File: config.mk
export PLATFORM = sky130hd
export DESIGN_NAME = vpa_cfg
export DESIGN_NICKNAME = d
export VERILOG_FILES = /design/src/rtl/vpa_pkg.sv /design/src/rtl/vpa_cfg.sv
export SDC_FILE = /design/constraint.sdc
export NUM_CORES = 1
export LEC_CHECK = 0
export BUFFER_PORTS_ARGS = -buffer_cell sky130_fd_sc_hd__buf_2
export CAP_MARGIN = 20
export CORE_ASPECT_RATIO = 2
export CORE_MARGIN = 5
export CORE_UTILIZATION = 27
export DETAILED_ROUTE_END_ITERATION = 10
export GPL_TIMING_DRIVEN = 0
export PLACE_DENSITY = 0.49
export SLEW_MARGIN = 30
export SYNTH_ARGS = -nofsm -noshare
export SYNTH_HDL_FRONTEND = slang
export SYNTH_SLANG_ARGS = --single-unit
export TNS_END_PERCENT = 10
File: constraint.sdc
create_clock -name aclk -period 1.55 [get_ports aclk]
set_clock_uncertainty 0.1 [all_clocks]
set_input_delay 0.155 -clock aclk [delete_from_list [all_inputs] [get_ports aclk]]
set_output_delay 0.155 -clock aclk [all_outputs]
set_load 0.02 [all_outputs]
File: src/rtl/vpa_pkg.sv
// Shared types, constants and the sine/cosine table builder for the YCbCr proc amp
`timescale 1ns / 1ps
`default_nettype none

package vpa_pkg;

    // default data path sizes
    localparam int VPA_PIXEL_BITS     = 8;
    localparam int VPA_TRIG_FRAC_BITS = 14;

    // configuration port
    localparam int CFG_INDEX_W = 3;
    localparam int CFG_DATA_W  = 10;

    // register reset values
    localparam logic [9:0] CONTRAST_RST   = 10'd256;
    localparam logic [8:0] BRIGHTNESS_RST = 9'd0;
    localparam logic [9:0] SATURATION_RST = 10'd256;
    localparam logic [8:0] HUE_RST        = 9'd0;
    localparam logic [8:0] CB_OFFSET_RST  = 9'd0;
    localparam logic [8:0] CR_OFFSET_RST  = 9'd0;
    localparam logic [9:0] CB_GAIN_RST    = 10'd256;
    localparam logic [9:0] CR_GAIN_RST    = 10'd256;

    // register indexes
    typedef enum logic [CFG_INDEX_W-1:0] {
        REG_CONTRAST   = 3'd0,
        REG_BRIGHTNESS = 3'd1,
        REG_SATURATION = 3'd2,
        REG_HUE        = 3'd3,
        REG_CB_OFFSET  = 3'd4,
        REG_CR_OFFSET  = 3'd5,
        REG_CB_GAIN    = 3'd6,
        REG_CR_GAIN    = 3'd7
    } reg_idx_t;

    // register file contents; signed fields are two's complement bit patterns
    typedef struct packed {
        logic [9:0] contrast;
        logic [8:0] brightness;
        logic [9:0] saturation;
        logic [8:0] hue;
        logic [8:0] cb_offset;
        logic [8:0] cr_offset;
        logic [9:0] cb_gain;
        logic [9:0] cr_gain;
    } cfg_t;

    // per-stage load enables of the pixel pipeline
    typedef struct packed {
        logic en_a;
        logic en_b;
        logic en_c;
        logic en_d;
    } pipe_ctl_t;

    // hue quadrant
    typedef enum logic [1:0] {
        QUAD_0 = 2'd0,
        QUAD_1 = 2'd1,
        QUAD_2 = 2'd2,
        QUAD_3 = 2'd3
    } quad_t;

    // sine/cosine table over one quadrant, wide enough for Q1.16
    localparam int TRIG_TAB_W   = 18;
    localparam int TRIG_TAB_LEN = 90;
    typedef logic signed [TRIG_TAB_W-1:0] trig_tab_t [0:TRIG_TAB_LEN-1];

    // pi/180 in Q30
    localparam longint unsigned DEG_TO_RAD_Q30 = 64'd18740330;

    // t * x^2 in Q30
    function automatic longint unsigned sq_step(longint unsigned t, longint unsigned x);
        return (((t * x) >> 30) * x) >> 30;
    endfunction

    // Taylor sine, angle 0..45 degrees, Q30
    function automatic longint unsigned series_sin(int unsigned a);
        longint unsigned x;
        longint unsigned t;
        longint unsigned s;
        x = longint'(a) * DEG_TO_RAD_Q30;
        t = x;
        s = x;
        t = sq_step(t, x) / 6;
        s = s - t;
        t = sq_step(t, x) / 20;
        s = s + t;
        t = sq_step(t, x) / 42;
        s = s - t;
        t = sq_step(t, x) / 72;
        s = s + t;
        return s;
    endfunction

    // Taylor cosine, angle 0..45 degrees, Q30
    function automatic longint unsigned series_cos(int unsigned a);
        longint unsigned x;
        longint unsigned t;
        longint unsigned s;
        x = longint'(a) * DEG_TO_RAD_Q30;
        t = 64'd1 << 30;
        s = t;
        t = sq_step(t, x) / 2;
        s = s - t;
        t = sq_step(t, x) / 12;
        s = s + t;
        t = sq_step(t, x) / 30;
        s = s - t;
        t = sq_step(t, x) / 56;
        s = s + t;
        t = sq_step(t, x) / 90;
        s = s - t;
        return s;
    endfunction

    // Q30 to Q1.frac, round half up
    function automatic logic signed [TRIG_TAB_W-1:0] q30_to_trig(longint unsigned v, int frac);
        longint unsigned r;
        r = (v + (64'd1 << (29 - frac))) >> (30 - frac);
        return TRIG_TAB_W'(r);
    endfunction

    // first-quadrant table, folded about 45 degrees; evaluated at elaboration
    function automatic trig_tab_t build_trig_tab(int frac, bit want_cos);
        trig_tab_t tab;
        for (int unsigned a = 0; a < TRIG_TAB_LEN; a++) begin
            if (a <= 45) begin
                tab[a] = want_cos ? q30_to_trig(series_cos(a), frac)
                                  : q30_to_trig(series_sin(a), frac);
            end else begin
                tab[a] = want_cos ? q30_to_trig(series_sin(90 - a), frac)
                                  : q30_to_trig(series_cos(90 - a), frac);
            end
        end
        return tab;
    endfunction

endpackage

`default_nettype wire

File: src/rtl/vpa_cfg.sv
// Configuration register file of the YCbCr proc amp
`timescale 1ns / 1ps
`default_nettype none

module vpa_cfg import vpa_pkg::*; (
    input  wire logic                   aclk,
    input  wire logic                   aresetn,
    input  wire logic                   cfg_wr_en,
    input  wire logic [CFG_INDEX_W-1:0] cfg_wr_index,
    input  wire logic [CFG_DATA_W-1:0]  cfg_wr_data,
    output cfg_t                        cfg
);

    cfg_t cfg_reg;
    cfg_t cfg_next;

    // register write decode
    always_comb begin
        cfg_next = cfg_reg;
        if (cfg_wr_en) begin
            unique case (reg_idx_t'(cfg_wr_index))
                REG_CONTRAST:   cfg_next.contrast   = cfg_wr_data;
                REG_BRIGHTNESS: cfg_next.brightness = cfg_wr_data[8:0];
                REG_SATURATION: cfg_next.saturation = cfg_wr_data;
                REG_HUE:        cfg_next.hue        = cfg_wr_data[8:0];
                REG_CB_OFFSET:  cfg_next.cb_offset  = cfg_wr_data[8:0];
                REG_CR_OFFSET:  cfg_next.cr_offset  = cfg_wr_data[8:0];
                REG_CB_GAIN:    cfg_next.cb_gain    = cfg_wr_data;
                REG_CR_GAIN:    cfg_next.cr_gain    = cfg_wr_data;
            endcase
        end
    end

    // register state
    always_ff @(posedge aclk) begin
        if (!aresetn) begin
            cfg_reg.contrast   <= CONTRAST_RST;
            cfg_reg.brightness <= BRIGHTNESS_RST;
            cfg_reg.saturation <= SATURATION_RST;
            cfg_reg.hue        <= HUE_RST;
            cfg_reg.cb_offset  <= CB_OFFSET_RST;
            cfg_reg.cr_offset  <= CR_OFFSET_RST;
            cfg_reg.cb_gain    <= CB_GAIN_RST;
            cfg_reg.cr_gain    <= CR_GAIN_RST;
        end else begin
            cfg_reg <= cfg_next;
        end
    end

    assign cfg = cfg_reg;

endmodule

`default_nettype wire

## Word level (Yosys, flattened, before mapping)

Index checks and enable logic that the tools add are counted.

| cells by class | value |
|---|---|
| equal/unequal tests | 7 |
| reduce and logical (&&, ||, !) cells | 9 |

Operators by type and width:

| cell | count |
|---|---|
| $reduce_and 2->1 | 8 |
| $eq 3x3->1 const B | 4 |
| $eq 3x2->1 const B | 2 |
| $eq 3x1->1 const B | 1 |
| $logic_not 3->1 | 1 |

| word-level totals | value |
|---|---|
| bits in registers | 76 |
| input port bits | 16 |
| output and inout bits | 76 |
| word-level logic and storage cells | 24 |

## Depth between registers and ports, before layout

| logic depth | value |
|---|---|
| word-level depth | 2 |
| mapped depth | 5 |
| gate-level depth less buffers | 2 |

## Least setup slack after synthesis

Ideal clock, no wire load.

| timing path | value |
|---|---|
| path kind | input port to flip-flop |
| start | input cfg_wr_index[0] |
| end | register cfg_reg (netlist bit cfg[74]) |
| arrival time | 0.954 ns |
| path slack | 0.369 ns |
| cell stages on the path | 3 |
| buffers on the path | 1 |
| cells stage by stage | or4b_1 > buf_6 > mux2i_1 |

| between the ends | value |
|---|---|
| word-level cells in the longest chain between the ends | 2 |

RTL lines:

| what | line | text |
|---|---|---|
| start: declaration | vpa_cfg.sv:9 | `input wire logic [CFG_INDEX_W-1:0] cfg_wr_index,` |
| $logic_not 3->1 | vpa_cfg.sv:21 | `unique case (reg_idx_t'(cfg_wr_index))` |
| $reduce_and 2->1 (no source line) | - |  |
| end signal: assignment | vpa_cfg.sv:46 | `cfg_reg <= cfg_next;` |
| end: declaration | vpa_cfg.sv:14 | `cfg_t cfg_reg;` |

Every way passes these cells.
A chain may end at the register's enable or synchronous reset.

==> flow_summary.json <==
{
  "timing.final.crit_period_ns": 1.26,
  "critical_path.startpoint_type": "primary input",
  "initial_core_util_pct": 27.6,
  "synth_sequential_area_ratio_pct": 54.7,
  "clockRootBuffer": "sky130_fd_sc_hd__clkbuf_16",
  "hold_class": "in -> reg",
  "grt_util_met1_pct": 14.1,
  "grt_pass1_wl_mm": 12.2,
  "grt_start_max_net_pins": 13,
  "vias_per_cell": 4.28,
  "kind_of_cell_adding_the_most_delay_to_the_critical_path": "buffers and inverters",
  "post_synth.cell_area_avg_sq_um": 10.5,
  "ys_types": 12,
  "cap_viol_max_count": 0,
  "tritoncts": "built",
  "synth.ff_latch_count": 76,
  "drcViolationCount": 0,
  "grt_busiest_layer": "met2",
  "die_area_sq_um": 12600,
  "number_of_nets_in_the_final_layout": 382,
  "clk_pin_slew_ns": 0.05,
  "rsz_0062_raised_after_global_routing": "false",
  "globalRouteTotalUtil_pct": 13.3,
  "worst-r2r-cell-count": 2,
  "core.rowCount": 52,
  "critical-path-slowest-cell": "sky130_fd_sc_hd__clkbuf_1",
  "worst_path_largest_cell_delay_ns": 0.39,
  "synth_warnings": 0,
  "number_of_antenna_violations_at_the_first_check_in_global_routing": 0,
  "final_common_cell": "sky130_fd_sc_hd__buf_2",
  "ios": 92,
  "cts_htree_levels": 3,
  "largest_register_ffs": 76,
  "core_occupancy_in_the_finished_layout_pct": 36.9,
  "postRouteAntennaNets": 0,
  "fp.dieH_um": 154,
  "setup_violations": 0,
  "synth_cells": 265,
  "antenna_cells_inserted": 0,
  "detailed_place_hpwl_mm": 6.08,
  "regArea_sq_um": 1520,
  "reg2reg_slack_ns": 0.82,
  "fp.dieW_um": 81.8,
  "dpl.cell_count": 490,
  "mappedNetlistNets": 281,
  "drive_above_1_share_pct": 30.7,
  "cts-resized-gates": 0,
  "worstMarginPinSlew_ns": 0.508,
  "routed_wire_length_per_instance_um": 15.7,
  "number_of_buffers_on_the_longest_clock_path": 2,
  "detailroute.via_count": 2166,
  "critical_path_class": "in -> reg",
  "final_instance_count_excl_fillers": 506,
  "cpMostUsedCell": "sky130_fd_sc_hd__clkbuf_1",
  "first_global_vias": 2238,
  "max_freq_mhz": 794,
  "timing.final.max_slew_violations": 0,
  "cts_hold_repair.buffers": 0,
  "gp_congestion": 0.746,
  "groute.layer.met2.usage_pct": 23.4,
  "post-route-period-util_pct": 81.3,
  "wirelength_mm": 7.97,
  "critical_path.reg2reg.endpoint": "cfg[5]",
  "clock_insertion_delay_worst_skew_ns": 0.32,
  "worst-path-buf-inv": 2,
  "syn_area_sq_um": 2780,
  "numClockSinks": 76,
  "critical_path.startpoint": "aresetn",
  "vdd.ir_drop.worst_mv": 0.668,
  "detail_route.first_pass.iterations": 4,
  "r2r-start": "cfg[5]",
  "cp.depth": 4,
  "flow.area_growth_from_synthesis_pct": 33.7,
  "layout.cells.most_common_list": "98 x sky130_fd_sc_hd__buf_2, 82 x sky130_fd_sc_hd__nand2_1, 76 x sky130_fd_sc_hd__mux2i_1, 76 x sky130_fd_sc_hd__dfxtp_1, 10 x sky130_fd_sc_hd__clkbuf_1",
  "run_status": "completed",
  "multi_input_area_sq_um": 1170,
  "crit_path_end": "cfg[14]",
  "grt_overflow_total": 0,
  "timing.max_slew.rel_slack_pct": 66.2,
  "drt_first_iter_violations": 87,
  "worstPathMaxFanout": 10,
  "cp-end-kind": "flip-flop",
  "cts-buffers-inserted": 9,
  "post-cts-setup-buffers": 0,
  "num-fill-cells": 1065,
  "placeableCoreArea_sq_um": 10100,
  "numPortBuffers": 90,
  "power.density_cell_area_nw_per_um2": 1220,
  "final-hold-violation-count": 0,
  "critical_path.cell_chain": "clkbuf_1 -> clkbuf_1 -> nand2_1 -> mux2i_1",
  "crit_required_ns": 1.70,
  "grt_util_met3_pct": 3.28,
  "crit_arrival_ns": 1.41,
  "power.leakage_nw": 2.02
}
-- where the power goes --
| group | internal, W | total, W | switching [W] |
|---|---|---|---|
| combinational | 0.000101 | 0.000306 | 0.000205 |
| sequential | 0.00200 | 0.00202 | 0.0000213 |
| clock | 0.00144 | 0.00221 | 0.000763 |
-- Yosys cell counts (all sizes together) --
master	instances	area [sq um]
nand2	82	308
mux2i	76	761
or4b	1	10.0
nor4bb	1	10.0
clkbuf	9	33.8
dfxtp	76	1520
buf	9	51.3
nand4bb	2	22.5
nor2b	5	31.3
nand4	1	6.26
nand4b	3	26.3
-- worst min-delay path by stage --
stage	start	endpoint	slack [ns]	cells after the start
3_3_place_gp	cfg[49]	cfg[49]	0.34	2
6_report	cfg_wr_data[8]	cfg[8]	0.06	3
5_1_grt	cfg_wr_data[8]	cfg[8]	0.06	3
3_5_place_dp	cfg[56]	cfg[56]	0.34	2
4_1_cts	cfg_wr_data[8]	cfg[8]	0.05	3
2_1_floorplan	cfg_wr_data[8]	cfg[74]	0.24	2
-- per-layer routing --
metal  vias up  wire length [um]
li1       1084                 -
met1      1014              2950
met2        56              4390
met3        12               404
met4         0               227
met5         -                 0
-- worst reg2reg max path, cell delays in order (launching register included) --
cell and delay [ns]:
sky130_fd_sc_hd__dfxtp_1 0.34, sky130_fd_sc_hd__nand2_1 0.06, sky130_fd_sc_hd__mux2i_1 0.15
-- stage by stage --
| stage | setup slack (ns) | area [sq um] | TNS, ns | total power [W] | hold slack, ns |
|---|---|---|---|---|---|
| floorplan | 0.369 | 2780 | 0 | 0.00225 | 0.245 |
| global placement | -0.0448 | 3400 | -0.700 | 0.00237 | 0.342 |
| detailed placement | -0.126 | 3400 | -3.32 | 0.00238 | 0.344 |
| CTS | 0.216 | 3720 | 0 | 0.00460 | 0.0503 |
| global route | 0.135 | 3720 | 0 | 0.00471 | 0.0627 |
| finish | 0.291 | 3720 | 0 | 0.00453 | 0.0617 |
-- kinds of logic (layout without fill, tap and decap cells) --
logic type	Yosys count	after routing	synth area share (%)
flip-flops	76	76	54.7
buffers and inverters	18	124	3.06
AND/OR/NAND/NOR	95	95	14.9
multiplexers	76	76	27.4
-- area by class of cell --
| class | count | share of cell area, % |
|---|---|---|
| flip-flops and latches | 76 | 40.9 |
| multi-input cells | 171 | 31.6 |
| repair buffers | 90 | 12.1 |
| clock buffers | 11 | 6.53 |
| well taps | 135 | 4.54 |
| plain buffers | 18 | 2.29 |
| clock inverters | 5 | 2.02 |
Power figures use the tool's default switching activity.
