$ cat src/rtl/vpa_pkg.sv
// Shared types, constants and the sine/cosine table builder for the YCbCr proc amp
`timescale 1ns / 1ps
`default_nettype none

package vpa_pkg;

    // default data path sizes
    localparam int VPA_PIXEL_BITS     = 8;
    localparam int VPA_TRIG_FRAC_BITS = 14;

    // configuration port
    localparam int CFG_INDEX_W = 3;
    localparam int CFG_DATA_W  = 10;

    // register reset values
    localparam logic [9:0] CONTRAST_RST   = 10'd256;
    localparam logic [8:0] BRIGHTNESS_RST = 9'd0;
    localparam logic [9:0] SATURATION_RST = 10'd256;
    localparam logic [8:0] HUE_RST        = 9'd0;
    localparam logic [8:0] CB_OFFSET_RST  = 9'd0;
    localparam logic [8:0] CR_OFFSET_RST  = 9'd0;
    localparam logic [9:0] CB_GAIN_RST    = 10'd256;
    localparam logic [9:0] CR_GAIN_RST    = 10'd256;

    // register indexes
    typedef enum logic [CFG_INDEX_W-1:0] {
        REG_CONTRAST   = 3'd0,
        REG_BRIGHTNESS = 3'd1,
        REG_SATURATION = 3'd2,
        REG_HUE        = 3'd3,
        REG_CB_OFFSET  = 3'd4,
        REG_CR_OFFSET  = 3'd5,
        REG_CB_GAIN    = 3'd6,
        REG_CR_GAIN    = 3'd7
    } reg_idx_t;

    // register file contents; signed fields are two's complement bit patterns
    typedef struct packed {
        logic [9:0] contrast;
        logic [8:0] brightness;
        logic [9:0] saturation;
        logic [8:0] hue;
        logic [8:0] cb_offset;
        logic [8:0] cr_offset;
        logic [9:0] cb_gain;
        logic [9:0] cr_gain;
    } cfg_t;

    // per-stage load enables of the pixel pipeline
    typedef struct packed {
        logic en_a;
        logic en_b;
        logic en_c;
        logic en_d;
    } pipe_ctl_t;

    // hue quadrant
    typedef enum logic [1:0] {
        QUAD_0 = 2'd0,
        QUAD_1 = 2'd1,
        QUAD_2 = 2'd2,
        QUAD_3 = 2'd3
    } quad_t;

    // sine/cosine table over one quadrant, wide enough for Q1.16
    localparam int TRIG_TAB_W   = 18;
    localparam int TRIG_TAB_LEN = 90;
    typedef logic signed [TRIG_TAB_W-1:0] trig_tab_t [0:TRIG_TAB_LEN-1];

    // pi/180 in Q30
    localparam longint unsigned DEG_TO_RAD_Q30 = 64'd18740330;

    // t * x^2 in Q30
    function automatic longint unsigned sq_step(longint unsigned t, longint unsigned x);
        return (((t * x) >> 30) * x) >> 30;
    endfunction

    // Taylor sine, angle 0..45 degrees, Q30
    function automatic longint unsigned series_sin(int unsigned a);
        longint unsigned x;
        longint unsigned t;
        longint unsigned s;
        x = longint'(a) * DEG_TO_RAD_Q30;
        t = x;
        s = x;
        t = sq_step(t, x) / 6;
        s = s - t;
        t = sq_step(t, x) / 20;
        s = s + t;
        t = sq_step(t, x) / 42;
        s = s - t;
        t = sq_step(t, x) / 72;
        s = s + t;
        return s;
    endfunction

    // Taylor cosine, angle 0..45 degrees, Q30
    function automatic longint unsigned series_cos(int unsigned a);
        longint unsigned x;
        longint unsigned t;
        longint unsigned s;
        x = longint'(a) * DEG_TO_RAD_Q30;
        t = 64'd1 << 30;
        s = t;
        t = sq_step(t, x) / 2;
        s = s - t;
        t = sq_step(t, x) / 12;
        s = s + t;
        t = sq_step(t, x) / 30;
        s = s - t;
        t = sq_step(t, x) / 56;
        s = s + t;
        t = sq_step(t, x) / 90;
        s = s - t;
        return s;
    endfunction

    // Q30 to Q1.frac, round half up
    function automatic logic signed [TRIG_TAB_W-1:0] q30_to_trig(longint unsigned v, int frac);
        longint unsigned r;
        r = (v + (64'd1 << (29 - frac))) >> (30 - frac);
        return TRIG_TAB_W'(r);
    endfunction

    // first-quadrant table, folded about 45 degrees; evaluated at elaboration
    function automatic trig_tab_t build_trig_tab(int frac, bit want_cos);
        trig_tab_t tab;
        for (int unsigned a = 0; a < TRIG_TAB_LEN; a++) begin
            if (a <= 45) begin
                tab[a] = want_cos ? q30_to_trig(series_cos(a), frac)
                                  : q30_to_trig(series_sin(a), frac);
            end else begin
                tab[a] = want_cos ? q30_to_trig(series_sin(90 - a), frac)
                                  : q30_to_trig(series_cos(90 - a), frac);
            end
        end
        return tab;
    endfunction

endpackage

`default_nettype wire

$ cat src/rtl/vpa_luma.sv
// Luma pipeline: contrast gain, brightness offset, round and clamp
`timescale 1ns / 1ps
`default_nettype none

module vpa_luma import vpa_pkg::*; #(
    parameter int PIXEL_BITS = VPA_PIXEL_BITS
) (
    input  wire logic                  aclk,
    input  wire pipe_ctl_t             ctl,
    input  wire logic [PIXEL_BITS-1:0] luma_in,
    input  wire logic [9:0]            contrast,
    input  wire logic [8:0]            brightness,
    output logic [PIXEL_BITS-1:0]      luma_out
);

    localparam int P   = PIXEL_BITS;
    localparam int PRW = P + 10;
    localparam int LW  = P + 16;
    localparam int QW  = LW - 10;
    localparam logic [P-1:0] PIX_MAX = {P{1'b1}};

    logic [PRW-1:0]        prod_reg;
    logic [PRW-1:0]        prod_next;
    logic signed [11:0]    off_reg;
    logic signed [11:0]    off_next;
    logic signed [LW-1:0]  sum_reg;
    logic signed [LW-1:0]  sum_next;
    logic [P-1:0]          clip_reg;
    logic [P-1:0]          clip_next;
    logic [P-1:0]          out_reg;
    logic [QW-1:0]         quot;

    // stage a: gain product and the constant offset term 256 + 2*bri - con
    assign prod_next = PRW'(contrast) * PRW'(luma_in);
    assign off_next  = 12'sd256 + (12'(signed'(brightness)) <<< 1) - signed'(12'(contrast));

    // stage b: 2*con*y + max*offset, plus half an lsb of the 2^9 scale
    assign sum_next = (LW'(prod_reg) << 1) + LW'(signed'({1'b0, PIX_MAX})) * LW'(off_reg)
                    + LW'(256);

    // stage c: scale down and clamp
    assign quot = sum_reg[LW-2:9];
    always_comb begin
        priority if (sum_reg[LW-1]) begin
            clip_next = '0;
        end else if (|quot[QW-1:P]) begin
            clip_next = PIX_MAX;
        end else begin
            clip_next = quot[P-1:0];
        end
    end

    // pipeline registers
    always_ff @(posedge aclk) begin
        if (ctl.en_a) begin
            prod_reg <= prod_next;
            off_reg  <= off_next;
        end
        if (ctl.en_b) begin
            sum_reg <= sum_next;
        end
        if (ctl.en_c) begin
            clip_reg <= clip_next;
        end
        if (ctl.en_d) begin
            out_reg <= clip_reg;
        end
    end

    assign luma_out = out_reg;

endmodule

`default_nettype wire

$ cat config.mk
export PLATFORM = sky130hd
export DESIGN_NAME = vpa_luma
export DESIGN_NICKNAME = d
export VERILOG_FILES = /design/src/rtl/vpa_pkg.sv /design/src/rtl/vpa_luma.sv
export SDC_FILE = /design/constraint.sdc
export NUM_CORES = 1
export LEC_CHECK = 0
export ABC_AREA = 0
export CORE_ASPECT_RATIO = 0.9
export CORE_MARGIN = 5
export CORE_UTILIZATION = 60
export CTS_CLUSTER_DIAMETER = 200
export DETAILED_ROUTE_END_ITERATION = 12
export DONT_BUFFER_PORTS = 1
export MAX_ROUTING_LAYER = met4
export PLACE_DENSITY = 0.74
export SYNTH_ARGS = -nofsm -noshare
export SYNTH_HDL_FRONTEND = slang
export SYNTH_SLANG_ARGS = --single-unit
$ cat constraint.sdc
create_clock -name aclk -period 6.6 [get_ports aclk]
set_input_delay 1.32 -clock aclk [delete_from_list [all_inputs] [get_ports aclk]]
set_output_delay 1.32 -clock aclk [all_outputs]
set_load 0.03 [all_outputs]
# Yosys cells after proc, flatten, opt, wreduce, memory -nomap -nowiden
# Index checks and enable logic that the tools add are counted.
# Widths: inputs -> output; s select.
totals:
  register_bits: 70
  input_bits: 32
  out_inout_bits: 8
  elab_cells: 13
classes:
  addsub: 4
  n_mul: 2
  mux: 1
  reduce_logical: 1
ops:
  columns: ["op", "n"]
  rows:
  - ["$add 22x10->23 const B", 1]
  - ["$add 20x21->22", 1]
  - ["$mul 9x12->21 const A", 1]
  - ["$mul 10x8->18", 1]
  - ["$sub 11x11->12", 1]
  - ["$add 10x10->11 const A", 1]
  - ["$mux 8", 1]
  - ["$reduce_or 6->1", 1]

# Logic depth before layout (Yosys ltp)
logic_depth:
  word_depth: 3
  ltp_mapped: 20
  depth_no_buf: 19

# Worst setup path after synthesis
# No wires, ideal clock.
synth_path:
  path_type: "input to register"
  start: "in contrast[5]"
  end: "reg prod_reg[16] (data pin)"
  setup_time_ns: 0.265
  t_arrival_ns: 5.248
  required_ns: 6.335
  path_slack_ns: 1.087
  cell_stages: 16
  path_buffers: 1
  cell_sequence: "clkbuf_1 and2_1 fa_1 inv_1 fa_1 inv_1 fa_1 inv_1 fa_1 inv_1 ha_1 a21boi_0 o311a_1 a311oi_1 o21ai_0 xor2_1"
synth_between:
  elab_chain_cells: 1
synth_lines:
  columns: ["item", "line", "rtl"]
  rows:
  - ["from (decl)", "vpa_luma.sv:11", "input wire logic [9:0] contrast,"]
  - ["$mul 10x8->18", "vpa_luma.sv:34", "assign prod_next = PRW'(contrast) * PRW'(luma_in);"]
  - ["via prod_next[16]", "vpa_luma.sv:23", "logic [PRW-1:0] prod_next;"]
  - ["to (signal assigned)", "vpa_luma.sv:56", "prod_reg <= prod_next;"]
  - ["to (decl)", "vpa_luma.sv:22", "logic [PRW-1:0] prod_reg;"]
# The timed path passes the listed nets, and every way through them passes these cells.
# A chain may end at the register's enable or synchronous reset.

# Worst setup path in the final report
layout_path:
  start: "reg off_reg[11]"
  end: "reg sum_reg[21] (data pin)"
layout_between:
  elab_chain_cells: 3
layout_lines:
  columns: ["item", "line", "rtl"]
  rows:
  - ["from (decl)", "vpa_luma.sv:24", "logic signed [11:0] off_reg;"]
  - ["from (signal assigned)", "vpa_luma.sv:57", "off_reg <= off_next;"]
  - ["$mul 9x12->21", "vpa_luma.sv:38", "assign sum_next = (LW'(prod_reg) << 1) + LW'(signed'({1'b0, PIX_MAX})) * LW'(off_reg)"]
  - ["$add 20x21->22", "vpa_luma.sv:38", null]
  - ["$add 22x10->23", "vpa_luma.sv:39", "+ LW'(256);"]
  - ["via sum_next[21]", "vpa_luma.sv:27", "logic signed [LW-1:0] sum_next;"]
  - ["to (signal assigned)", "vpa_luma.sv:60", "sum_reg <= sum_next;"]
  - ["to (decl)", "vpa_luma.sv:26", "logic signed [LW-1:0] sum_reg;"]
# The timed path passes the listed nets, and every way through them passes these cells.

==> results.py <==
metrics = {
    "status": {
        "outcome": "complete, no violations",
    },
    "yosys": {
        "syn_area_mm2": 0.00806,
        "async_flop_share_pct": 0,
        "synth_seq_area_share_pct": 22.4,
        "yosysTopAreaCell": "fa_1",
        "synth_area_leaders": "fa_1 (28%), edfxtp_1 (22%), ha_1 (19%)",
        "synthDistinctLibCells": 47,
        "syn_nets": 1046,
        "ys_seq_elements": 60,
        "syn_inst": 780,
        "ys_warn_count": 0,
        "synth_edf_count": 60,
        "yosysTopAreaCellShare_pct": 27.8,
        "synth_top_flop_cell": "edfxtp_1",
        "synth_area_per_cell_um2": 10.3,
    },
    "setup_path": {
        "cp.arrival_ns": 5.95,
        "crit_fanout": 17,
        "start_kind": "register",
        "r2r_slack_ns": 0.79,
        "crit_path_end_kind": "register",
        "worstSetupPathType": "register to register",
        "crit_required_ns": 6.75,
    },
    "cells_and_area": {
        "area_growth_pct": 5.54,
        "largest_reg_flops": 18,
        "nets": 1042,
        "num_antenna_cells": 0,
        "drive_gt1_share_pct": 3.59,
    },
    "global_routing": {
        "grt_most_used_layer": "met2",
        "overflow": 0,
        "antenna_found_initial": 0,
        "grtUsageTotal_pct": 20.0,
        "grt_pass1_wl_um": 25400,
        "grt_max_degree": 31,
        "grtUsageMet2_pct": 35.0,
        "grt_util_met1_pct": 25.0,
        "use_met3_pct": 2.68,
        "grt_pass1_vias": 5574,
    },
    "timing": {
        "setup_ws_ns": 0.791,
        "tns_ns": 0,
        "setup_viol": 0,
        "tightest_slew_ns": 0.681,
        "period_minus_slack_ns": 5.81,
        "clock_skew_ns": 0.00904,
        "rsz0062_at_grt": "false",
        "fin_crit_sh_pct": 88.0,
        "drv_slew": 0,
        "max_freq_mhz": 172,
        "slew_headroom_pct": 54.6,
        "final-hold-violation-count": 0,
    },
    "die": {
        "ios": 40,
        "dieWidth_um": 132,
        "core_area_mm2": 0.0133,
        "num_rows": 40,
        "initial_utilization_pct": 60.8,
        "die_h_um": 120,
        "die-area_mm2": 0.0159,
    },
    "clocking": {
        "clk_path_buf_depth": 2,
        "cts_sinks": 60,
        "cts-hold-fix-buffers": 0,
        "numCtsBuffers": 9,
        "cts_setup_buffers": 0,
        "cts-htree-levels": 3,
        "cts_resized": 0,
        "cts_tree": "built",
        "clk_pin_slew_ns": 0.06,
        "root_buffer": "clkbuf_16",
        "clk_latency_ns": 0.33,
    },
    "detailed_routing": {
        "dr.first_iter.drc_count": 184,
        "drtAntennaViolNets": 0,
        "num_vias": 5020,
        "routedWlPerCell_um": 14.9,
        "dr.pass1.iters": 4,
        "vias_per_cell": 5.29,
        "drt-total-wl_um": 14100,
        "post-route-drc-count": 0,
    },
    "place": {
        "dpl.hpwl_um": 12000,
        "gp_congestion": 0.867,
        "port_buffers": 0,
        "dp_slack_ns": 0.835,
    },
    "flow_run": {
        "maxCapViolCount": 0,
    },
    "hold_path": {
        "min_path_type": "register to register",
    },
}
-- logic make-up after synthesis --
family	after synthesis	share of synthesized area, %
compound gates	73	6.32
flops	60	22.4
simple gates	164	10.0
fa+ha+maj	234	46.8
buf+inv	202	9.41
mux	1	0.124
xor+xnor	46	5.00
-- Yosys cell counts, drive strengths merged, types with 3 or more instances --
| cell type | n |
|---|---|
| ha | 122 |
| fa | 112 |
| nor3 | 4 |
| and2 | 40 |
| nand2b | 8 |
| or2 | 4 |
| o21ai | 12 |
| nand3 | 4 |
| clkbuf | 15 |
| a21o | 11 |
| a21oi | 24 |
| o21bai | 4 |
| nor2 | 36 |
| xnor2 | 35 |
| nand2 | 54 |
| nor2b | 7 |
| xor2 | 11 |
| edfxtp | 60 |
| inv | 187 |
| o311a | 3 |
-- final cells by class --
cell class / count / area, um2
Multi-Input combinational cell: 518 / 5500
Fill cell: 1013 / 4760
Tap cell: 168 / 210
Inverter: 187 / 702
Clock buffer: 9 / 225
Sequential cell: 60 / 1800
Clock inverter: 7 / 67.6
-- metal layers --
layer / wire length [um] / vias to the layer above
li1: - / 2441
met1: 6180 / 2497
met2: 7420 / 70
met3: 373 / 12
met4: 154 / 0
met5: 0 / -
-- final timing paths --
kind                            cells after the start           to   startpoint
worst max-delay path                               16  sum_reg[21]  off_reg[11]
worst min register to register                      0  luma_out[0]  clip_reg[0]
worst max register to register                     16  sum_reg[21]  off_reg[11]
worst min-delay path                                0  luma_out[0]  clip_reg[0]
-- layout by cell type (no fill, tap or decap), types with 2 or more instances in the layout --
master	Yosys	layout
nand2_1	54	54
clkbuf_16	0	9
nor2_1	36	36
a21boi_0	2	2
o21ai_0	11	11
or2_2	4	4
ha_1	122	122
o31ai_1	2	2
o21a_1	2	2
nand2b_1	8	8
nor2b_1	7	7
clkinv_2	0	2
a21oi_1	24	24
o21bai_1	4	4
edfxtp_1	60	60
a21o_1	10	10
nand3_1	4	4
o311a_1	2	2
clkinvlp_4	0	2
xor2_1	11	11
inv_1	187	187
a311oi_1	2	2
and2_1	40	40
nor3_1	3	3
xnor2_1	35	35
fa_1	112	112
-- worst max-delay path, cell delays in order, from the launching register on --
cell and delay [ns]:
edfxtp_1 0.79, fa_1 0.59, fa_1 0.55, fa_1 0.44, fa_1 0.54, inv_1 0.05
fa_1 0.52, inv_1 0.04, ha_1 0.33, a21o_1 0.18, a21o_1 0.17, a21oi_1 0.17
a2bb2oi_1 0.25, nand3b_2 0.15, o311a_4 0.35, or4_1 0.40, o311ai_1 0.10
-- through the flow --
step                utilization [%]  area (um2)  instances  hold WS [ns]
finish                         64.1        8510        949         0.416
global route                   64.1        8510        949         0.434
CTS                            64.1        8510        949         0.417
detailed placement             61.9        8210        933         0.405
global placement               61.9        8210        933         0.400
floorplan                         -        8060        780         0.400
Power is left out: the tool's default activity adds up to more than one toggle a clock period on the data nets, which glitch-free logic cannot reach.
