## src/rtl/vpa_pkg.sv

```systemverilog
// Shared types, constants and the sine/cosine table builder for the YCbCr proc amp
`timescale 1ns / 1ps
`default_nettype none

package vpa_pkg;

    // default data path sizes
    localparam int VPA_PIXEL_BITS     = 8;
    localparam int VPA_TRIG_FRAC_BITS = 14;

    // configuration port
    localparam int CFG_INDEX_W = 3;
    localparam int CFG_DATA_W  = 10;

    // register reset values
    localparam logic [9:0] CONTRAST_RST   = 10'd256;
    localparam logic [8:0] BRIGHTNESS_RST = 9'd0;
    localparam logic [9:0] SATURATION_RST = 10'd256;
    localparam logic [8:0] HUE_RST        = 9'd0;
    localparam logic [8:0] CB_OFFSET_RST  = 9'd0;
    localparam logic [8:0] CR_OFFSET_RST  = 9'd0;
    localparam logic [9:0] CB_GAIN_RST    = 10'd256;
    localparam logic [9:0] CR_GAIN_RST    = 10'd256;

    // register indexes
    typedef enum logic [CFG_INDEX_W-1:0] {
        REG_CONTRAST   = 3'd0,
        REG_BRIGHTNESS = 3'd1,
        REG_SATURATION = 3'd2,
        REG_HUE        = 3'd3,
        REG_CB_OFFSET  = 3'd4,
        REG_CR_OFFSET  = 3'd5,
        REG_CB_GAIN    = 3'd6,
        REG_CR_GAIN    = 3'd7
    } reg_idx_t;

    // register file contents; signed fields are two's complement bit patterns
    typedef struct packed {
        logic [9:0] contrast;
        logic [8:0] brightness;
        logic [9:0] saturation;
        logic [8:0] hue;
        logic [8:0] cb_offset;
        logic [8:0] cr_offset;
        logic [9:0] cb_gain;
        logic [9:0] cr_gain;
    } cfg_t;

    // per-stage load enables of the pixel pipeline
    typedef struct packed {
        logic en_a;
        logic en_b;
        logic en_c;
        logic en_d;
    } pipe_ctl_t;

    // hue quadrant
    typedef enum logic [1:0] {
        QUAD_0 = 2'd0,
        QUAD_1 = 2'd1,
        QUAD_2 = 2'd2,
        QUAD_3 = 2'd3
    } quad_t;

    // sine/cosine table over one quadrant, wide enough for Q1.16
    localparam int TRIG_TAB_W   = 18;
    localparam int TRIG_TAB_LEN = 90;
    typedef logic signed [TRIG_TAB_W-1:0] trig_tab_t [0:TRIG_TAB_LEN-1];

    // pi/180 in Q30
    localparam longint unsigned DEG_TO_RAD_Q30 = 64'd18740330;

    // t * x^2 in Q30
    function automatic longint unsigned sq_step(longint unsigned t, longint unsigned x);
        return (((t * x) >> 30) * x) >> 30;
    endfunction

    // Taylor sine, angle 0..45 degrees, Q30
    function automatic longint unsigned series_sin(int unsigned a);
        longint unsigned x;
        longint unsigned t;
        longint unsigned s;
        x = longint'(a) * DEG_TO_RAD_Q30;
        t = x;
        s = x;
        t = sq_step(t, x) / 6;
        s = s - t;
        t = sq_step(t, x) / 20;
        s = s + t;
        t = sq_step(t, x) / 42;
        s = s - t;
        t = sq_step(t, x) / 72;
        s = s + t;
        return s;
    endfunction

    // Taylor cosine, angle 0..45 degrees, Q30
    function automatic longint unsigned series_cos(int unsigned a);
        longint unsigned x;
        longint unsigned t;
        longint unsigned s;
        x = longint'(a) * DEG_TO_RAD_Q30;
        t = 64'd1 << 30;
        s = t;
        t = sq_step(t, x) / 2;
        s = s - t;
        t = sq_step(t, x) / 12;
        s = s + t;
        t = sq_step(t, x) / 30;
        s = s - t;
        t = sq_step(t, x) / 56;
        s = s + t;
        t = sq_step(t, x) / 90;
        s = s - t;
        return s;
    endfunction

    // Q30 to Q1.frac, round half up
    function automatic logic signed [TRIG_TAB_W-1:0] q30_to_trig(longint unsigned v, int frac);
        longint unsigned r;
        r = (v + (64'd1 << (29 - frac))) >> (30 - frac);
        return TRIG_TAB_W'(r);
    endfunction

    // first-quadrant table, folded about 45 degrees; evaluated at elaboration
    function automatic trig_tab_t build_trig_tab(int frac, bit want_cos);
        trig_tab_t tab;
        for (int unsigned a = 0; a < TRIG_TAB_LEN; a++) begin
            if (a <= 45) begin
                tab[a] = want_cos ? q30_to_trig(series_cos(a), frac)
                                  : q30_to_trig(series_sin(a), frac);
            end else begin
                tab[a] = want_cos ? q30_to_trig(series_sin(90 - a), frac)
                                  : q30_to_trig(series_cos(90 - a), frac);
            end
        end
        return tab;
    endfunction

endpackage

`default_nettype wire

```

## src/rtl/vpa_chroma.sv

```systemverilog
// Chroma pipeline for one output channel: rotate, scale, offset, round and clamp
`timescale 1ns / 1ps
`default_nettype none

module vpa_chroma import vpa_pkg::*; #(
    parameter int PIXEL_BITS     = VPA_PIXEL_BITS,
    parameter int TRIG_FRAC_BITS = VPA_TRIG_FRAC_BITS
) (
    input  wire logic                           aclk,
    input  wire pipe_ctl_t                      ctl,
    input  wire logic [PIXEL_BITS-1:0]          cb_in,
    input  wire logic [PIXEL_BITS-1:0]          cr_in,
    input  wire logic signed [TRIG_FRAC_BITS+1:0] coef_a,
    input  wire logic signed [TRIG_FRAC_BITS+1:0] coef_b,
    input  wire logic [9:0]                     saturation,
    input  wire logic [9:0]                     chan_gain,
    input  wire logic [8:0]                     chan_offset,
    output logic [PIXEL_BITS-1:0]               chroma_out
);

    localparam int P  = PIXEL_BITS;
    localparam int F  = TRIG_FRAC_BITS;
    localparam int TW = F + 2;
    localparam int CW = P + 1;
    localparam int RW = F + P + 2;
    localparam int GW = 20;
    localparam int PW = RW + GW;
    localparam int NW = PW + 1;
    localparam int SH = 17 + F;
    localparam int QW = NW - 1 - SH;
    localparam logic [P-1:0] PIX_MAX = {P{1'b1}};
    // centre max/2 in the 2^SH scale plus half an lsb for rounding
    localparam logic signed [NW-1:0] CENTRE_HALF = (NW'(PIX_MAX) << (16 + F))
                                                 + (NW'(1) << (SH - 1));

    logic signed [CW-1:0] cb2_reg;
    logic signed [CW-1:0] cb2_next;
    logic signed [CW-1:0] cr2_reg;
    logic signed [CW-1:0] cr2_next;
    logic signed [TW-1:0] coef_a_reg;
    logic signed [TW-1:0] coef_b_reg;
    logic [GW-1:0]        gain_a_reg;
    logic [GW-1:0]        gain_a_next;
    logic [GW-1:0]        gain_b_reg;
    logic signed [RW-1:0] rot_reg;
    logic signed [RW-1:0] rot_next;
    logic signed [PW-1:0] prod_reg;
    logic signed [PW-1:0] prod_next;
    logic signed [NW-1:0] ofs_reg;
    logic signed [NW-1:0] ofs_next;
    logic [P-1:0]         out_reg;
    logic [P-1:0]         out_next;
    logic signed [NW-1:0] sum;
    logic [QW-1:0]        quot;

    // stage a: chroma about the centre in half-lsb units, combined gain
    assign cb2_next    = CW'(signed'({1'b0, cb_in, 1'b0}) - signed'({2'b00, PIX_MAX}));
    assign cr2_next    = CW'(signed'({1'b0, cr_in, 1'b0}) - signed'({2'b00, PIX_MAX}));
    assign gain_a_next = GW'(saturation) * GW'(chan_gain);

    // stage b: hue rotation a*cb - b*cr
    assign rot_next = RW'(coef_a_reg) * RW'(cb2_reg) - RW'(coef_b_reg) * RW'(cr2_reg);

    // stage c: gain product, and centre plus channel offset
    assign prod_next = PW'(signed'({1'b0, gain_b_reg})) * PW'(rot_reg);
    assign ofs_next  = CENTRE_HALF
                     + ((NW'(signed'({1'b0, PIX_MAX})) * NW'(signed'(chan_offset))) <<< (9 + F));

    // stage d: final sum, scale down and clamp
    assign sum  = NW'(prod_reg) + ofs_reg;
    assign quot = sum[NW-2:SH];
    always_comb begin
        priority if (sum[NW-1]) begin
            out_next = '0;
        end else if (|quot[QW-1:P]) begin
            out_next = PIX_MAX;
        end else begin
            out_next = quot[P-1:0];
        end
    end

    // pipeline registers
    always_ff @(posedge aclk) begin
        if (ctl.en_a) begin
            cb2_reg    <= cb2_next;
            cr2_reg    <= cr2_next;
            coef_a_reg <= coef_a;
            coef_b_reg <= coef_b;
            gain_a_reg <= gain_a_next;
        end
        if (ctl.en_b) begin
            rot_reg    <= rot_next;
            gain_b_reg <= gain_a_reg;
        end
        if (ctl.en_c) begin
            prod_reg <= prod_next;
            ofs_reg  <= ofs_next;
        end
        if (ctl.en_d) begin
            out_reg <= out_next;
        end
    end

    assign chroma_out = out_reg;

endmodule

`default_nettype wire

```

## config.mk

```make
export PLATFORM = sky130hd
export DESIGN_NAME = vpa_chroma
export DESIGN_NICKNAME = d
export VERILOG_FILES = /design/src/rtl/vpa_pkg.sv /design/src/rtl/vpa_chroma.sv
export SDC_FILE = /design/constraint.sdc
export NUM_CORES = 2
export LEC_CHECK = 0
export BUFFER_PORTS_ARGS = -buffer_cell sky130_fd_sc_hd__buf_2
export CELL_PAD_IN_SITES_DETAIL_PLACEMENT = 0
export CELL_PAD_IN_SITES_GLOBAL_PLACEMENT = 2
export CORE_MARGIN = 2
export CORE_UTILIZATION = 40
export DETAILED_ROUTE_END_ITERATION = 16
export MAX_ROUTING_LAYER = met4
export PLACE_DENSITY = 0.82
export SYNTH_ARGS = -nofsm -noshare
export SYNTH_HDL_FRONTEND = slang
export SYNTH_SLANG_ARGS = --single-unit
```

## constraint.sdc

```tcl
create_clock -name aclk -period 13.9 [get_ports aclk]
set_input_delay 0.695 -clock aclk [delete_from_list [all_inputs] [get_ports aclk]]
set_output_delay 0.695 -clock aclk [all_outputs]
set_load 0.02 [all_outputs]
```

; Word level (Yosys, flattened, before mapping)
; Cells that the tools add are included.
[op_classes]
add_sub_neg = 5
multipliers = 5
n_mux = 1
n_reduce_logical = 1
[op_table]
columns = op, n
row1 = $mul A16 B9 Y24, 2
row2 = $add A44 B45 Y45, 1
row3 = $mul A21 B24 Y44, 1
row4 = $add A40 B41 Y42 const A, 1
row5 = $sub A24 B24 Y24, 1
row6 = $mul A10 B10 Y20, 1
row7 = $mul A9 B9 Y18 const A, 1
row8 = $sub A9 B8 Y9 const B, 2
row9 = $mux W8, 1
row10 = $reduce_or A5 Y1, 1
[totals]
ff_bits = 211
in_bits = 82
output_inout_bits = 8
elab_cells = 22

; Longest topological paths before layout
[logic_depth]
word_depth = 3
ltp_mapped = 26
depth_no_buf = 25

; Least setup slack after synthesis
; No wires, ideal clock.
[synth_timing]
path_type = register to register
start = reg gain_b_reg[6]
end = reg prod_reg[40], data pin
setup_ps = 258
arrival_ps = 6169
t_required_ps = 13642
path_slack_ps = 7473
stages_incl_launch_ff = 24
path_buffers = 1
synth_period_minus_slack_ps = 6427
path_cell_list = edfxtp_1 > clkbuf_1 > and2_1 > fa_1 > inv_1 > fa_1 > fa_1 > fa_1 > inv_1 > fa_1 > fa_1 > inv_1 > fa_1 > inv_1 > ha_1 > a211oi_1 > o21ai_1 > o2111ai_1 > a21oi_1 > nor4_4 > nor3_2 > or3_4 > a21oi_2 > xnor2_1
[synth_between]
elab_chain_cells = 1
[synth_lines]
columns = element, line
row1 = "start, declared", vpa_chroma.sv:44  ; logic [GW-1:0] gain_b_reg;
row2 = "start signal, assigned", vpa_chroma.sv:93  ; gain_b_reg <= gain_a_reg;
row3 = $mul A21 B24 Y44, vpa_chroma.sv:65  ; assign prod_next = PW'(signed'({1'b0, gain_b_reg})) * PW'(rot_reg);
row4 = net prod_next[40], vpa_chroma.sv:48  ; logic signed [PW-1:0] prod_next;
row5 = "end signal, assigned", vpa_chroma.sv:96  ; prod_reg <= prod_next;
row6 = "end, declared", vpa_chroma.sv:47  ; logic signed [PW-1:0] prod_reg;
; The timed path passes the listed nets, and every way through them passes these cells.
; A chain may end at the register's enable or synchronous reset.

; Final worst setup path
[layout_timing]
start = reg gain_b_reg[6]
end = reg prod_reg[36], data pin
; The elaborated chain is that of the path after synthesis.

==> results.py <==
metrics = {
    "placed_design": {
        "dp_hpwl_um": 67300,
        "place_congestion": 0.817,
        "port_buffers": 89,
    },
    "timing": {
        "final.period_utilization": 0.522,
        "min_period_ns": 7.25,
        "rsz0062_at_grt": "no",
        "setup_viol": 0,
        "tightest_slew_ns": 0.989,
        "skew_ns": 0.0170,
        "max_freq_ghz": 0.138,
        "tns_ns": 0,
        "maxSlewViolCount": 0,
        "hold_viol_final": 0,
        "relSlewSlack": 0.341,
    },
    "setup_path": {
        "path_max_fanout": 24,
        "start_kind": "register",
        "r2r_cells": 18,
        "path_buf_inv": 1,
        "crit_type": "register to register",
        "crit_chain": "nand2_1 -> fa_1 -> fa_1 -> fa_1 -> inv_1 -> fa_1 -> fa_1 -> fa_1 -> fa_1 -> ha_1 -> or2_0 -> a21oi_1 -> a21oi_1 -> nor4_4 -> nor2_1 -> a31oi_1 -> o21bai_1 -> xor2_1",
        "critical_path.top_delay_family": "adder cells",
        "crit_slowest_cell": "edfxtp_1",
        "crit_cells": 18,
        "arrival_ns": 7.48,
        "cp.required_ns": 14.13,
        "worstSetupEndpointType": "register",
        "cp_common_cell": "fa_1",
        "cp_slowest_stage_delay_ns": 0.91,
    },
    "finish": {
        "largest_reg_flops": 24,
        "layout-drive-gt1-share": 0.0408,
        "synthToLayoutAreaGrowth_pct": 5.81,
        "n_fill_cell": 8976,
        "nets": 4868,
    },
    "floorplanning": {
        "die_area_um2": 94800,
        "die_w_um": 308,
        "core_um2": 91700,
        "die_h_um": 308,
        "io_pins": 90,
        "start_util": 0.403,
        "rows": 111,
    },
    "clock_network": {
        "cts_buffers": 17,
        "cts_resized": 0,
        "cts_tree": "done",
        "cts_setup_buffers": 0,
        "worstSkewPairLatency_ns": 0.49,
        "htreeDepth": 4,
        "hold_buffers": 0,
        "clock_path_buffers": 2,
        "cts_sinks": 160,
        "cts.clk_slew.worst_paths_ns": 0.08,
        "cts_root_buf": "clkbuf_16",
    },
    "synth": {
        "ys_seq_area_frac": 0.130,
        "synth_nets": 4883,
        "syn_area_um2": 37000,
        "synthArstFlopShare": 0,
        "ys_ff_latch": 160,
        "yosys_warnings": 0,
        "synth_top_cell_by_area": "fa_1",
        "synth_flop_cell": "edfxtp_1",
        "syn-instance-count": 3629,
        "ys_types": 57,
        "synth_top_area_share": 0.456,
        "avgSynthCellArea_um2": 10.2,
        "synth_top_cells_by_area": "fa_1 (46%), edfxtp_1 (13%), ha_1 (11%)",
        "synth_edf_count": 160,
    },
    "route": {
        "drt_iter0_drc": 888,
        "wl_um": 77600,
        "vias": 22700,
        "topRoutingLayerUsed": "met4",
        "drt-met1-wl_um": 38800,
        "drc": 0,
        "wl_per_cell_um": 16.1,
        "wl_met2_um": 35900,
        "met3WireLength_um": 2350,
        "dr.pass1.iters": 4,
        "post_drt_via_cell_ratio": 4.72,
        "ant_nets": 0,
    },
    "job": {
        "drv_cap": 0,
    },
    "global_route": {
        "grt_pass1_wl_um": 133000,
        "grt_usage": 0.182,
        "antenna_found_initial": 1,
        "grt_pass1_vias": 25300,
        "grt-ovfl-total": 0,
        "grt_max_degree": 52,
    },
    "outcome": {
        "status": "finished clean",
    },
    "worst_hold_path": {
        "hold_path.class": "input port to register",
        "hold-path-cell-count": 1,
    },
}
-- cell families after synthesis --
| family | Yosys count | synth area share |
|---|---|---|
| adder cells (fa/ha/maj) | 1172 | 0.568 |
| flip-flops | 160 | 0.130 |
| AO/OA/AOI/OAI | 208 | 0.0377 |
| buffers and inverters | 1016 | 0.103 |
| XOR/XNOR | 112 | 0.0265 |
| AND/OR/NAND/NOR | 959 | 0.134 |
| multiplexers | 2 | 0.000542 |
-- layout by cell type (no fill, tap or decap), types with 12 or more instances in the layout --
cell         n
fa_1       841
nand3_1     15
a21oi_1     78
edfxtp_1   160
inv_1      882
xor2_1      38
nor2b_1     20
xnor2_1     74
o21ai_0     12
a21o_1      28
buf_2       89
nand2b_1    16
clkbuf_16   17
ha_1       331
and2_1     450
o21bai_1    14
nor2_1      31
nand2_1    383
-- routing by layer --
metal	track usage	vias to the layer above
li1	-	10700
met4	0.0278	0
met1	0.256	11700
met3	0.0203	36
met2	0.290	278
met5	-	-
-- synth_stat cells, drive strengths merged, types with 4 or more instances --
cell type    n
a211oi       8
o21bai      14
nand3       15
o211ai       6
nand2b      16
or3          7
fa         841
nor2        32
nand2      383
xor2        38
edfxtp     160
ha         331
a21oi       80
and3         8
inv        882
and2       450
clkbuf     134
nor2b       20
nand4        8
o21a         8
o31ai        9
a211o        4
a21o        28
o21ai       23
nor3        12
xnor2       74
-- path summary, 6_finish.rpt --
check | slack [ns] | endpoint | from
max | 6.65 | prod_reg[36] | gain_b_reg[6]
min | 0.37 | cr2_reg[7] | cr_in[6]
max reg2reg | 6.65 | prod_reg[36] | gain_b_reg[6]
min reg2reg | 0.42 | gain_b_reg[12] | gain_a_reg[12]
-- area by class of cell --
| type | count | area (um^2) | area share |
|---|---|---|---|
| Inverter | 882 | 3310 | 0.0847 |
| Antenna cell | 1 | 2.50 | 0.0000640 |
| Timing Repair Buffer | 100 | 528 | 0.0135 |
| Clock buffer | 17 | 425 | 0.0109 |
| Clock inverter | 15 | 209 | 0.00534 |
| Multi-Input combinational cell | 2453 | 28300 | 0.725 |
| Sequential cell | 160 | 4800 | 0.123 |
| Tap cell | 1186 | 1480 | 0.0379 |
-- worst reg2reg max path, stage by stage, from the launching register on --
cell and delay [ns]:
edfxtp_1 0.91, nand2_1 0.33, fa_1 0.80, fa_1 0.49
fa_1 0.51, inv_1 0.06, fa_1 0.56, fa_1 0.43
fa_1 0.52, fa_1 0.42, ha_1 0.35, or2_0 0.24
a21oi_1 0.14, a21oi_1 0.10, nor4_4 0.36, nor2_1 0.15
a31oi_1 0.33, o21bai_1 0.12, xor2_1 0.16
-- per-stage QoR --
step / util / cells / worst slack (ns) / hold slack [ns] / instance area, um^2
2_1_floorplan: - / 3629 / 7.47 / 0.400 / 37000
3_3_place_gp: 0.420 / 4781 / 6.51 / 0.401 / 38500
3_5_place_dp: 0.420 / 4781 / 6.57 / 0.405 / 38500
4_1_cts: 0.427 / 4813 / 6.52 / 0.327 / 39100
5_1_grt: 0.427 / 4814 / 6.19 / 0.339 / 39100
6_report: 0.427 / 4814 / 6.65 / 0.375 / 39100
Power is not shown: default switching activity piles up to over one toggle a cycle in this logic, so the estimate is an artifact.
